[config.mk]
export PLATFORM = sky130hd
export DESIGN_NAME = base64_stream_encoder
export DESIGN_NICKNAME = d
export VERILOG_FILES = /design/src/rtl/b64e_pkg.sv /design/src/rtl/b64e_front.sv /design/src/rtl/b64e_cmd_queue.sv /design/src/rtl/b64e_back.sv /design/src/rtl/base64_stream_encoder.sv
export SDC_FILE = /design/constraint.sdc
export NUM_CORES = 1
export LEC_CHECK = 0
export BUFFER_PORTS_ARGS = -buffer_cell sky130_fd_sc_hd__buf_2
export CAP_MARGIN = 25
export CORE_MARGIN = 1.5
export CORE_UTILIZATION = 50
export CTS_BUF_LIST = sky130_fd_sc_hd__clkbuf_4 sky130_fd_sc_hd__clkbuf_8
export DETAILED_ROUTE_END_ITERATION = 12
export MAX_ROUTING_LAYER = met4
export PLACE_DENSITY = 0.64
export SETUP_SLACK_MARGIN = 0.5
export SLEW_MARGIN = 20
export SYNTH_ARGS = -nofsm -noshare
export SYNTH_HDL_FRONTEND = slang
export SYNTH_HIERARCHICAL = 1
export SYNTH_SLANG_ARGS = --single-unit
[constraint.sdc]
create_clock -name clk -period 5.73 [get_ports clk]
set_input_delay 1.4325 -clock clk [delete_from_list [all_inputs] [get_ports clk]]
set_output_delay 1.4325 -clock clk [all_outputs]
set_load 0.05 [all_outputs]
[src/rtl/b64e_pkg.sv]
// ----------------------------------------------------------------------------
// b64e_pkg
// Shared types, constants and the symbol lookup for the Base64 stream encoder.
// ----------------------------------------------------------------------------
`default_nettype none

package b64e_pkg;

    localparam logic [7:0] PAD_CHAR       = 8'h3D;  // '='
    localparam logic [7:0] NL_CHAR        = 8'h0A;  // newline
    localparam logic [7:0] MIN_LINE_LEN   = 8'd4;
    localparam logic [7:0] LINE_LEN_RESET = 8'd76;
    localparam int         CMD_DEPTH_DEF  = 2;
    localparam int         CFG_IDX_W      = 1;

    typedef enum logic [CFG_IDX_W-1:0] {
        CFG_WRAP_ENABLE = 1'b0,
        CFG_LINE_LENGTH = 1'b1
    } cfg_index_t;

    typedef struct packed {
        logic [7:0] data_byte;
        logic       end_of_message;
    } in_item_t;

    typedef struct packed {
        logic [7:0] out_char;
        logic       run_end;
    } out_item_t;

    // One encode job handed from the front end to the back end
    typedef struct packed {
        logic [23:0] grp;     // up to three bytes, first byte in the top bits
        logic [2:0]  ndata;   // data characters to emit: 2, 3 or 4
        logic [1:0]  npad;    // pad characters after them
        logic        last;    // group closes the message
    } cmd_t;

    // Standard 64-symbol alphabet
    function automatic logic [7:0] b64_symbol(input logic [5:0] v);
        logic [7:0] w;
        w = {2'b00, v};
        if (v < 6'd26)
            return 8'(8'h41 + w);
        else if (v < 6'd52)
            return 8'(8'h61 + w - 8'd26);
        else if (v < 6'd62)
            return 8'(8'h30 + w - 8'd52);
        else if (v == 6'd62)
            return 8'h2B;
        else
            return 8'h2F;
    endfunction

endpackage

`default_nettype wire

[src/rtl/b64e_front.sv]
// ----------------------------------------------------------------------------
// b64e_front
// Collects message bytes into groups and issues encode jobs.
// ----------------------------------------------------------------------------
`default_nettype none

module b64e_front (
    input  wire logic              clk,
    input  wire logic              rst_n,
    input  wire logic              push,
    input  wire b64e_pkg::in_item_t item,
    output logic                   full,
    input  wire logic              q_full,
    output logic                   cmd_wr,
    output b64e_pkg::cmd_t         cmd
);
    import b64e_pkg::*;

    logic [15:0] pending_reg, pending_next;
    logic [1:0]  count_reg, count_next;
    logic        accept;

    assign full   = q_full;
    assign accept = push && !q_full;

    always_comb
    begin
        pending_next = pending_reg;
        count_next   = count_reg;
        cmd_wr       = 1'b0;
        cmd          = '0;
        cmd.last     = item.end_of_message;
        if (accept)
        begin
            if (count_reg == 2'd2)
            begin
                cmd_wr     = 1'b1;
                cmd.grp    = {pending_reg, item.data_byte};
                cmd.ndata  = 3'd4;
                cmd.npad   = 2'd0;
                count_next = 2'd0;
            end
            else if (!item.end_of_message)
            begin
                if (count_reg == 2'd0)
                    pending_next = {item.data_byte, 8'h00};
                else
                    pending_next = {pending_reg[15:8], item.data_byte};
                count_next = count_reg + 2'd1;
            end
            else if (count_reg == 2'd1)
            begin
                cmd_wr     = 1'b1;
                cmd.grp    = {pending_reg[15:8], item.data_byte, 8'h00};
                cmd.ndata  = 3'd3;
                cmd.npad   = 2'd1;
                count_next = 2'd0;
            end
            else
            begin
                cmd_wr     = 1'b1;
                cmd.grp    = {item.data_byte, 16'h0000};
                cmd.ndata  = 3'd2;
                cmd.npad   = 2'd2;
                count_next = 2'd0;
            end
        end
    end

    always_ff @(posedge clk or negedge rst_n)
    begin
        if (!rst_n)
        begin
            pending_reg <= '0;
            count_reg   <= '0;
        end
        else
        begin
            pending_reg <= pending_next;
            count_reg   <= count_next;
        end
    end

endmodule

`default_nettype wire

[src/rtl/b64e_cmd_queue.sv]
// ----------------------------------------------------------------------------
// b64e_cmd_queue
// Short job queue between the front and back ends; head shown directly.
// ----------------------------------------------------------------------------
`default_nettype none

module b64e_cmd_queue #(
    parameter int DEPTH = b64e_pkg::CMD_DEPTH_DEF   // power of two, >= 2
) (
    input  wire logic           clk,
    input  wire logic           rst_n,
    input  wire logic           wr_en,
    input  wire b64e_pkg::cmd_t wr_cmd,
    input  wire logic           rd_en,
    output b64e_pkg::cmd_t      rd_cmd,
    output logic                full,
    output logic                empty
);
    import b64e_pkg::*;

    localparam int PTR_W = $clog2(DEPTH);
    localparam int CNT_W = $clog2(DEPTH + 1);

    cmd_t             slot_reg [DEPTH];
    logic [PTR_W-1:0] wr_ptr_reg, rd_ptr_reg;
    logic [CNT_W-1:0] count_reg, count_next;
    logic             do_wr, do_rd;

    assign full   = (count_reg == CNT_W'(DEPTH));
    assign empty  = (count_reg == '0);
    assign do_wr  = wr_en && !full;
    assign do_rd  = rd_en && !empty;
    assign rd_cmd = slot_reg[rd_ptr_reg];

    always_comb
    begin
        count_next = count_reg;
        if (do_wr && !do_rd)
            count_next = count_reg + CNT_W'(1);
        else if (do_rd && !do_wr)
            count_next = count_reg - CNT_W'(1);
    end

    always_ff @(posedge clk)
    begin
        if (do_wr)
            slot_reg[wr_ptr_reg] <= wr_cmd;
    end

    always_ff @(posedge clk or negedge rst_n)
    begin
        if (!rst_n)
        begin
            wr_ptr_reg <= '0;
            rd_ptr_reg <= '0;
            count_reg  <= '0;
        end
        else
        begin
            if (do_wr)
                wr_ptr_reg <= wr_ptr_reg + PTR_W'(1);
            if (do_rd)
                rd_ptr_reg <= rd_ptr_reg + PTR_W'(1);
            count_reg <= count_next;
        end
    end

endmodule

`default_nettype wire

[src/rtl/b64e_back.sv]
// ----------------------------------------------------------------------------
// b64e_back
// Character sequencer: one character per cycle unless stalled, line wrapping, result register.
// ----------------------------------------------------------------------------
`default_nettype none

module b64e_back (
    input  wire logic           clk,
    input  wire logic           rst_n,
    input  wire logic           wrap_enable,
    input  wire logic [7:0]     line_len,
    input  wire b64e_pkg::cmd_t cmd,
    input  wire logic           cmd_valid,
    output logic                cmd_pop,
    input  wire logic           pop,
    output logic                empty,
    output b64e_pkg::out_item_t result
);
    import b64e_pkg::*;

    logic [2:0] idx_reg, idx_next;     // data characters sent from the job
    logic [1:0] pad_reg, pad_next;     // pads sent from the job
    logic       nl_reg, nl_next;       // newline owed before the next char
    logic [7:0] pos_reg, pos_next;     // data characters on current line
    out_item_t  out_reg;
    logic       out_valid_reg;

    logic       fire, done, nl_ok;
    logic [7:0] lim, pos_inc, ch;
    logic [5:0] six;

    assign lim     = (line_len < MIN_LINE_LEN) ? MIN_LINE_LEN : line_len;
    assign pos_inc = pos_reg + 8'd1;
    assign fire    = cmd_valid && (!out_valid_reg || pop);
    // no newline after the closing character of a full final group
    assign nl_ok   = !(cmd.last && idx_reg == 3'd3);

    always_comb
    begin
        case (idx_reg[1:0])
            2'd0:    six = cmd.grp[23:18];
            2'd1:    six = cmd.grp[17:12];
            2'd2:    six = cmd.grp[11:6];
            default: six = cmd.grp[5:0];
        endcase
    end

    always_comb
    begin
        idx_next = idx_reg;
        pad_next = pad_reg;
        nl_next  = nl_reg;
        pos_next = pos_reg;
        ch       = PAD_CHAR;
        if (nl_reg)
        begin
            ch      = NL_CHAR;
            nl_next = 1'b0;
        end
        else if (idx_reg < cmd.ndata)
        begin
            ch       = b64_symbol(six);
            idx_next = idx_reg + 3'd1;
            if (wrap_enable)
            begin
                if (pos_inc >= lim)
                begin
                    pos_next = '0;
                    nl_next  = nl_ok;
                end
                else
                    pos_next = pos_inc;
            end
        end
        else
            pad_next = pad_reg + 2'd1;
        done = !nl_next && (idx_next == cmd.ndata) && (pad_next == cmd.npad);
        if (done && cmd.last)
            pos_next = '0;
    end

    assign cmd_pop = fire && done;
    assign empty   = !out_valid_reg;
    assign result  = out_reg;

    always_ff @(posedge clk)
    begin
        if (fire)
        begin
            out_reg.out_char <= ch;
            out_reg.run_end  <= done;
        end
    end

    always_ff @(posedge clk or negedge rst_n)
    begin
        if (!rst_n)
        begin
            idx_reg       <= '0;
            pad_reg       <= '0;
            nl_reg        <= 1'b0;
            pos_reg       <= '0;
            out_valid_reg <= 1'b0;
        end
        else
        begin
            if (fire)
            begin
                pos_reg <= pos_next;
                if (done)
                begin
                    idx_reg <= '0;
                    pad_reg <= '0;
                    nl_reg  <= 1'b0;
                end
                else
                begin
                    idx_reg <= idx_next;
                    pad_reg <= pad_next;
                    nl_reg  <= nl_next;
                end
            end
            if (fire)
                out_valid_reg <= 1'b1;
            else if (pop)
                out_valid_reg <= 1'b0;
        end
    end

endmodule

`default_nettype wire

[src/rtl/base64_stream_encoder.sv]
// ----------------------------------------------------------------------------
// base64_stream_encoder
// Streaming Base64 encoder with optional line wrapping at a set line length.
// ----------------------------------------------------------------------------
//
//  Channel   Signals                        Transfer when
//  -------   ----------------------------   ----------------------------
//  input     push, full, item               push high, full low
//  result    empty, pop, result             pop high, empty low
//  config    cfg_write, cfg_index, cfg_data cfg_write high
//
//  One character per cycle while results are popped: a group of three bytes
//  gives four characters, or five with a newline.
//  A group's first character passes through the job queue write, then the
//  result register, after the transfer of the byte completing it.
//  full rises only when the job queue is full, e.g. behind a stalled pop.
//  Reset clears the control state; wrap enable resets to 0, line length to 76.
//
// ----------------------------------------------------------------------------
`default_nettype none

module base64_stream_encoder #(
    parameter int CMD_DEPTH = b64e_pkg::CMD_DEPTH_DEF   // power of two, >= 2
) (
    input  wire logic                              clk,
    input  wire logic                              rst_n,
    // input bytes
    input  wire logic                              push,
    output logic                                   full,
    input  wire b64e_pkg::in_item_t                item,
    // encoded characters
    output logic                                   empty,
    input  wire logic                              pop,
    output b64e_pkg::out_item_t                    result,
    // configuration
    input  wire logic                              cfg_write,
    input  wire logic [b64e_pkg::CFG_IDX_W-1:0]    cfg_index,
    input  wire logic [7:0]                        cfg_data
);
    import b64e_pkg::*;

    logic       wrap_enable_reg;
    logic [7:0] line_len_reg;

    cmd_t       q_wr_cmd, q_rd_cmd;
    logic       q_wr, q_rd, q_full, q_empty;

    // Config registers; to be written only while the block is idle, which it does not enforce
    always_ff @(posedge clk or negedge rst_n)
    begin
        if (!rst_n)
        begin
            wrap_enable_reg <= 1'b0;
            line_len_reg    <= LINE_LEN_RESET;
        end
        else if (cfg_write)
        begin
            unique case (cfg_index_t'(cfg_index))
                CFG_WRAP_ENABLE: wrap_enable_reg <= cfg_data[0];
                CFG_LINE_LENGTH: line_len_reg    <= cfg_data;
                default:         ;
            endcase
        end
    end

    // Front end: group assembly, classifies full and final partial groups
    b64e_front u_front (
        .clk    (clk),
        .rst_n  (rst_n),
        .push   (push),
        .item   (item),
        .full   (full),
        .q_full (q_full),
        .cmd_wr (q_wr),
        .cmd    (q_wr_cmd)
    );

    // Decouples byte intake from character output
    b64e_cmd_queue #(
        .DEPTH (CMD_DEPTH)
    ) u_queue (
        .clk    (clk),
        .rst_n  (rst_n),
        .wr_en  (q_wr),
        .wr_cmd (q_wr_cmd),
        .rd_en  (q_rd),
        .rd_cmd (q_rd_cmd),
        .full   (q_full),
        .empty  (q_empty)
    );

    // Back end: character sequencing, newline insertion, result register
    b64e_back u_back (
        .clk         (clk),
        .rst_n       (rst_n),
        .wrap_enable (wrap_enable_reg),
        .line_len    (line_len_reg),
        .cmd         (q_rd_cmd),
        .cmd_valid   (!q_empty),
        .cmd_pop     (q_rd),
        .pop         (pop),
        .empty       (empty),
        .result      (result)
    );

endmodule

`default_nettype wire

* Word-level counts from Yosys, hierarchy flattened
Memory sizes are Yosys's and may differ from the RTL's.
Index checks and enable logic that the tools add are counted.
** Storage, ports and cells
- Memory bits (writable) :: 60
- Bits in registers :: 55
- Input port bits :: 23
- Logic and storage cells :: 121
- Memories kept :: 1
** Cells by class
- $add $sub $neg :: 13
- Equality and inequality tests :: 10
- Bitwise gates (word level) :: 4
- Reduce and logical (&&, ||, !) cells :: 32
- $lt $le $gt $ge :: 6
- Multiplexer cells :: 39
** Memory list
- u_queue.slot_reg :: depth 2, bits a word 30, read ports 1, clocked after Yosys merged registers in 0, wr ports 1, line b64e_cmd_queue.sv:24 : cmd_t slot_reg [DEPTH];
** Operators with widths (number)
- 29-bit two-way mux :: 4
- 8-bit two-way mux :: 10
- 6-bit case mux with 3 select lines :: 1
- 7-bit by 6-bit adder with 8-bit output (first input constant) :: 2
- 2-bit two-way mux :: 7
- 6-bit less-than comparator (second input constant) :: 2
- 1-bit two-way mux :: 12
- 3-bit two-way mux :: 4
- 1-bit logical AND :: 11
- 8-bit by 1-bit adder with 8-bit output (second input constant) :: 1
- 8-bit greater-or-equal comparator :: 1
- 8-bit by 3-bit less-than comparator with 1-bit output (second input constant) :: 1
- 4-bit AND reduction :: 2
- 2-bit nonzero test :: 4
- 8-bit by 5-bit subtractor with 8-bit output (second input constant) :: 1
- 8-bit by 6-bit subtractor with 8-bit output (second input constant) :: 1
- 6-bit by 6-bit adder with 7-bit output (first input constant) :: 1
- 1-bit logical NOT :: 7
- 2-bit by 1-bit adder with 2-bit output (second input constant) :: 3
- 2-bit == test (second input constant) :: 3
- 6-bit == test (second input constant) :: 1
- 2-bit logical NOT :: 3
- 6-bit by 5-bit less-than comparator with 1-bit output (second input constant) :: 1
- 6-bit two-way mux :: 1
- 14 further kinds :: 20

* Longest topological paths before layout
- Depth after elaboration :: 15
- Depth in mapped cells :: 17
- Depth with buffers taken out :: 17

* Hierarchy
Netlist, hierarchy kept.
** By module, submodules not included
- b64e_cmd_queue :: times used 1, area an instance 2481.1 um^2, cells an instance 112
- b64e_back :: times used 1, area an instance 2243.4 um^2, cells an instance 257
- b64e_front :: times used 1, area an instance 1146.1 um^2, cells an instance 126
- base64_stream_encoder :: times used 1, area an instance 346.6 um^2, cells an instance 21

* Worst setup path before layout
OpenSTA, ideal clock, no wires.
- Kind :: input to register
- From :: in push
- To :: mem u_queue/slot_reg[0][0] (netlist name), enable pin
- Setup time :: 0.417 ns
- Buffers on the path :: 1
- Required time :: 5.313 ns
- Path slack :: 2.053 ns
- Cell stages on the path :: 5
- Arrival time :: 3.260 ns
- Cells stage by stage :: nand2b_1 -> clkbuf_1 -> nor2_1 -> nand2_2 -> nor2_1
** On the way
- Word-level cells in the longest chain between the ends :: 5
** Ends and longest elaborated chain
- start, declared :: line base64_stream_encoder.sv:28 : input wire logic push,
- 1-bit logical AND :: line b64e_front.sv:24 : assign accept = push && !q_full;
- 1-bit two-way mux :: line b64e_front.sv:33 : if (accept)
- net q_wr :: line base64_stream_encoder.sv:46 : logic q_wr, q_rd, q_full, q_empty;
- 1-bit logical AND :: line b64e_cmd_queue.sv:31 : assign do_wr = wr_en && !full;
- 1-bit two-way mux :: line b64e_cmd_queue.sv:46 : if (do_wr)
- 1-bit two-way mux (not written as such) :: line b64e_cmd_queue.sv:47 : slot_reg[wr_ptr_reg] <= wr_cmd;
- end, declared :: line b64e_cmd_queue.sv:24
The timed path passes the listed nets, and every way through them passes these cells.

==> results.sh <==
export IMPL_pwr_share_comb_pct=45.7
export IMPL_nets=599
export IMPL_hold_viol=0
export IMPL_clock_sinks=115
export IMPL_crit_end="u_queue/count_reg[1]$_DFFE_PN0P_"
export IMPL_wl_mm=12.4
export IMPL_synth_edff_count=69
export IMPL_power_frac_seq_pct=32.9
export IMPL_setup_tns_final_ns=0
export IMPL_p_per_area_mw_per_mm2=592
export IMPL_crit_chain="mux2_4, inv_1, ha_1, nand2_1, o21a_1, nand3b_1, a211oi_1, nand4bb_1, nor2_1, o21ai_1, ha_1, xor2_1, nor2_1, xor2_1"
export IMPL_route_detailed_drc=0
export IMPL_arrival_ns=4.48
export IMPL_clk_pin_slew_ns=0.07
export IMPL_cts_buffer_depth=2
export IMPL_critPathCaptureType="flip-flop"
export IMPL_p_sw_share_pct=39.6
export IMPL_grt_pass1_vias=3945
export IMPL_synth_top_area_share_pct=33.3
export IMPL_place_ws_ns=1.57
export IMPL_ctsResizeCount=0
export IMPL_initial_core_util_pct=51.5
export IMPL_r2r_start="u_queue/rd_ptr_reg$_DFFE_PN0P_"
export IMPL_drt_met1_wl_mm=5.67
export IMPL_cts_tree="done"
export IMPL_slowest_delay_ns=0.98
export IMPL_ir_drop_mv=0.371
export IMPL_grt_total_usage_pct=20.9
export IMPL_drive_above_1_share_pct=24.8
export IMPL_r2r_end="u_queue/count_reg[1]$_DFFE_PN0P_"
export IMPL_hp_class="flip-flop to flip-flop"
export IMPL_num_antenna_cells=0
export IMPL_finClkSkew_ns=0.00930
export IMPL_route_met3_wl_um=456
export IMPL_vias_per_cell=5.56
export IMPL_setup_ws_ns=1.56
export IMPL_setup_violations=0
export IMPL_area_growth_pct=12.1
export IMPL_synth_seq_cells=115
export IMPL_rows=40
export IMPL_numCtsBuffers=17
export IMPL_grt_ovfl_total=0
export IMPL_pwr_share_clk_pct=21.4
export IMPL_ys_seq_area_share_pct=51.9
export IMPL_h_tree_depth=4
export IMPL_synth_xor_area_share_pct=2.68
export IMPL_min_period_ns=4.17
export IMPL_synth_compound_area_share_pct=12.6
export IMPL_dr_wl_met2_mm=6.16
export IMPL_top_layer="met4"
export IMPL_die_area_sq_mm=0.0131
export IMPL_cts_root_buf="clkbuf_8"
export IMPL_synth_top_family_by_area="simple AND/OR/NAND/NOR gates"
export IMPL_io_buffer_count=33
export IMPL_drtPass1Iterations=6
export IMPL_rsz0062_at_grt="no"
export IMPL_hold_buffers=0
export IMPL_worst_ep_required_time_ns=6.04
export IMPL_syn_area_per_cell_sq_um=12.0
export IMPL_detail_route_antenna_nets=0
export IMPL_critPathSlowestCell="dfrtp_2"
export IMPL_ys_async_sr_fraction_pct=40.0
export IMPL_via_count=4069
export IMPL_die_h_um=115
export IMPL_grt_pass1_wl_mm=20.0
export IMPL_crit_fanout=31
export IMPL_regToRegSetupSlack_ns=1.56
export IMPL_largest_reg_flops=60
export IMPL_status="completed"
export IMPL_switchingPower_uw=1640
export IMPL_yosysMostFrequentCell="edfxtp_1"
export IMPL_wl_per_cell_um=16.9
export IMPL_leakagePower_uw=0.00284
export IMPL_p_int_uw=2490
export IMPL_tightest_slew_ns=0.947
export IMPL_die_w_um=115
export IMPL_synth_fp_nets=564
export IMPL_grt_max_degree=47
export IMPL_ys_warn_count=6
export IMPL_report_final_slew_viol_count=0
export IMPL_synth_area_leaders="edfxtp_1 33%, dfrtp_1 17%, mux2_4 7.0%"
export IMPL_clk_latency_ns=0.43
export IMPL_core_sq_mm=0.0121
export IMPL_synthAdderAreaFrac_pct=5.03
export IMPL_dp_hpwl_mm=8.79
export IMPL_yosys_mux_area_fraction_pct=11.3
export IMPL_crit_type="flip-flop to flip-flop"
export IMPL_slew_headroom_pct=36.9
export IMPL_r2r_cells=14
export IMPL_synthCells=516
export IMPL_cts_setup_buffers=0
export IMPL_ios=34
export IMPL_synth_cells_most_frequent="69 x edfxtp_1, 46 x nand2_1, 43 x dfrtp_1"
export IMPL_synth_cell_type_count=72
export IMPL_synth_area_sq_mm=0.00622
export IMPL_start_kind="flip-flop"
export IMPL_critPathLaunch="u_queue/rd_ptr_reg$_DFFE_PN0P_"
export IMPL_fmax_mhz=240
export IMPL_max_cap_violations=0
export IMPL_gp_routability_congestion=0.882
export IMPL_fin_crit_sh_pct=72.8
export IMPL_antenna_found_initial=0
export IMPL_synth_main_ff_cell="edfxtp_1"
export IMPL_drt_initial_drc_count=309
export IMPL_synth_area_leader_cell="edfxtp_1"
export IMPL_synthSimpleGateAreaFrac_pct=12.6
[layout by cell type, fill, tap and decap left out, types with 4 or more instances in the layout]
cell,synthesis,final
nand2b_1,20,20
a222oi_1,6,6
a32oi_1,10,10
o21ai_1,12,12
mux2_2,18,18
mux2_4,29,29
clkbuf_8,0,18
inv_6,0,4
a21oi_1,22,22
dfrtp_1,43,42
a22o_1,8,8
buf_2,3,33
ha_1,25,25
xor2_1,5,5
o21ai_0,11,11
nor2_1,19,18
nand2_1,46,46
and2_1,4,4
nor3_1,6,6
bufinv_16,0,5
nor2b_1,8,8
edfxtp_1,69,69
a31oi_1,4,4
inv_1,30,30
and3_1,11,11
xnor2_1,14,14
o2bb2ai_1,4,4
nand3_1,8,8
[worst min-delay path by stage]
stage          cells after the start                          startpoint  slack [ns]                                  to
2_1_floorplan                      2  u_front/pending_reg[0]$_DFFE_PN0P_        0.46  u_front/pending_reg[0]$_DFFE_PN0P_
3_3_place_gp                       2  u_front/pending_reg[1]$_DFFE_PN0P_        0.47  u_front/pending_reg[1]$_DFFE_PN0P_
3_5_place_dp                       2  u_front/pending_reg[7]$_DFFE_PN0P_        0.48  u_front/pending_reg[7]$_DFFE_PN0P_
4_1_cts                            2  u_front/pending_reg[7]$_DFFE_PN0P_        0.49  u_front/pending_reg[7]$_DFFE_PN0P_
5_1_grt                            2  u_front/pending_reg[0]$_DFFE_PN0P_        0.51  u_front/pending_reg[0]$_DFFE_PN0P_
6_report                           2  u_front/pending_reg[7]$_DFFE_PN0P_        0.49  u_front/pending_reg[7]$_DFFE_PN0P_
[critical path: cells and delay by family, from the launching register on]
kind	cells	cell delay (ns)
AND/OR/NAND/NOR	5	0.90
XOR/XNOR	2	0.31
multiplexers	1	0.35
flip-flops	1	0.98
buffers and inverters	1	0.09
AO/OA/AOI/OAI	3	0.88
adder cells (fa/ha/maj)	2	0.50
[layout make-up]
type	count	area, sq um
fillers	998	5090
clock buffers	18	248
well taps	168	210
multi-input cells	349	2750
inverters	32	120
repair buffers	36	188
flip-flops and latches	115	3230
clock inverters	14	224
[cells by family after synthesis]
group | after synthesis
buffers and inverters | 52
adders and majority gates | 25
muxes | 52
AOI/OAI and AO/OA | 107
DFF | 115
xor gates and xnor gates | 19
and+or+nand+nor | 146
[routing by layer]
metal  GRT usage (%)  vias up
li1                -     1982
met1            26.0     1991
met2            33.8       92
met3            5.13        4
met4            6.17        0
met5               -        -
[stage by stage]
step	total power [uW]	utilization (%)	hold slack, ns	instances	cell area [sq um]
floorplan	2870	-	0.455	516	6220
global placement	3210	53.9	0.471	700	6500
detailed placement	3250	53.9	0.478	700	6500
CTS	4150	57.8	0.495	732	6970
global route	4410	57.8	0.514	732	6970
finish	4130	57.8	0.493	732	6970
[power by group through the flow]
| stage | Sequential [uW] | Clock [uW] | Combinational (uW) |
|---|---|---|---|
| after global placement | 1360 | 0 | 1850 |
| after floorplan | 1410 | 0 | 1470 |
| after CTS | 1360 | 907 | 1890 |
| final | 1360 | 885 | 1880 |
| after detailed placement | 1370 | 0 | 1880 |
| after global routing | 1390 | 941 | 2080 |
Power figures use the tool's default switching activity.
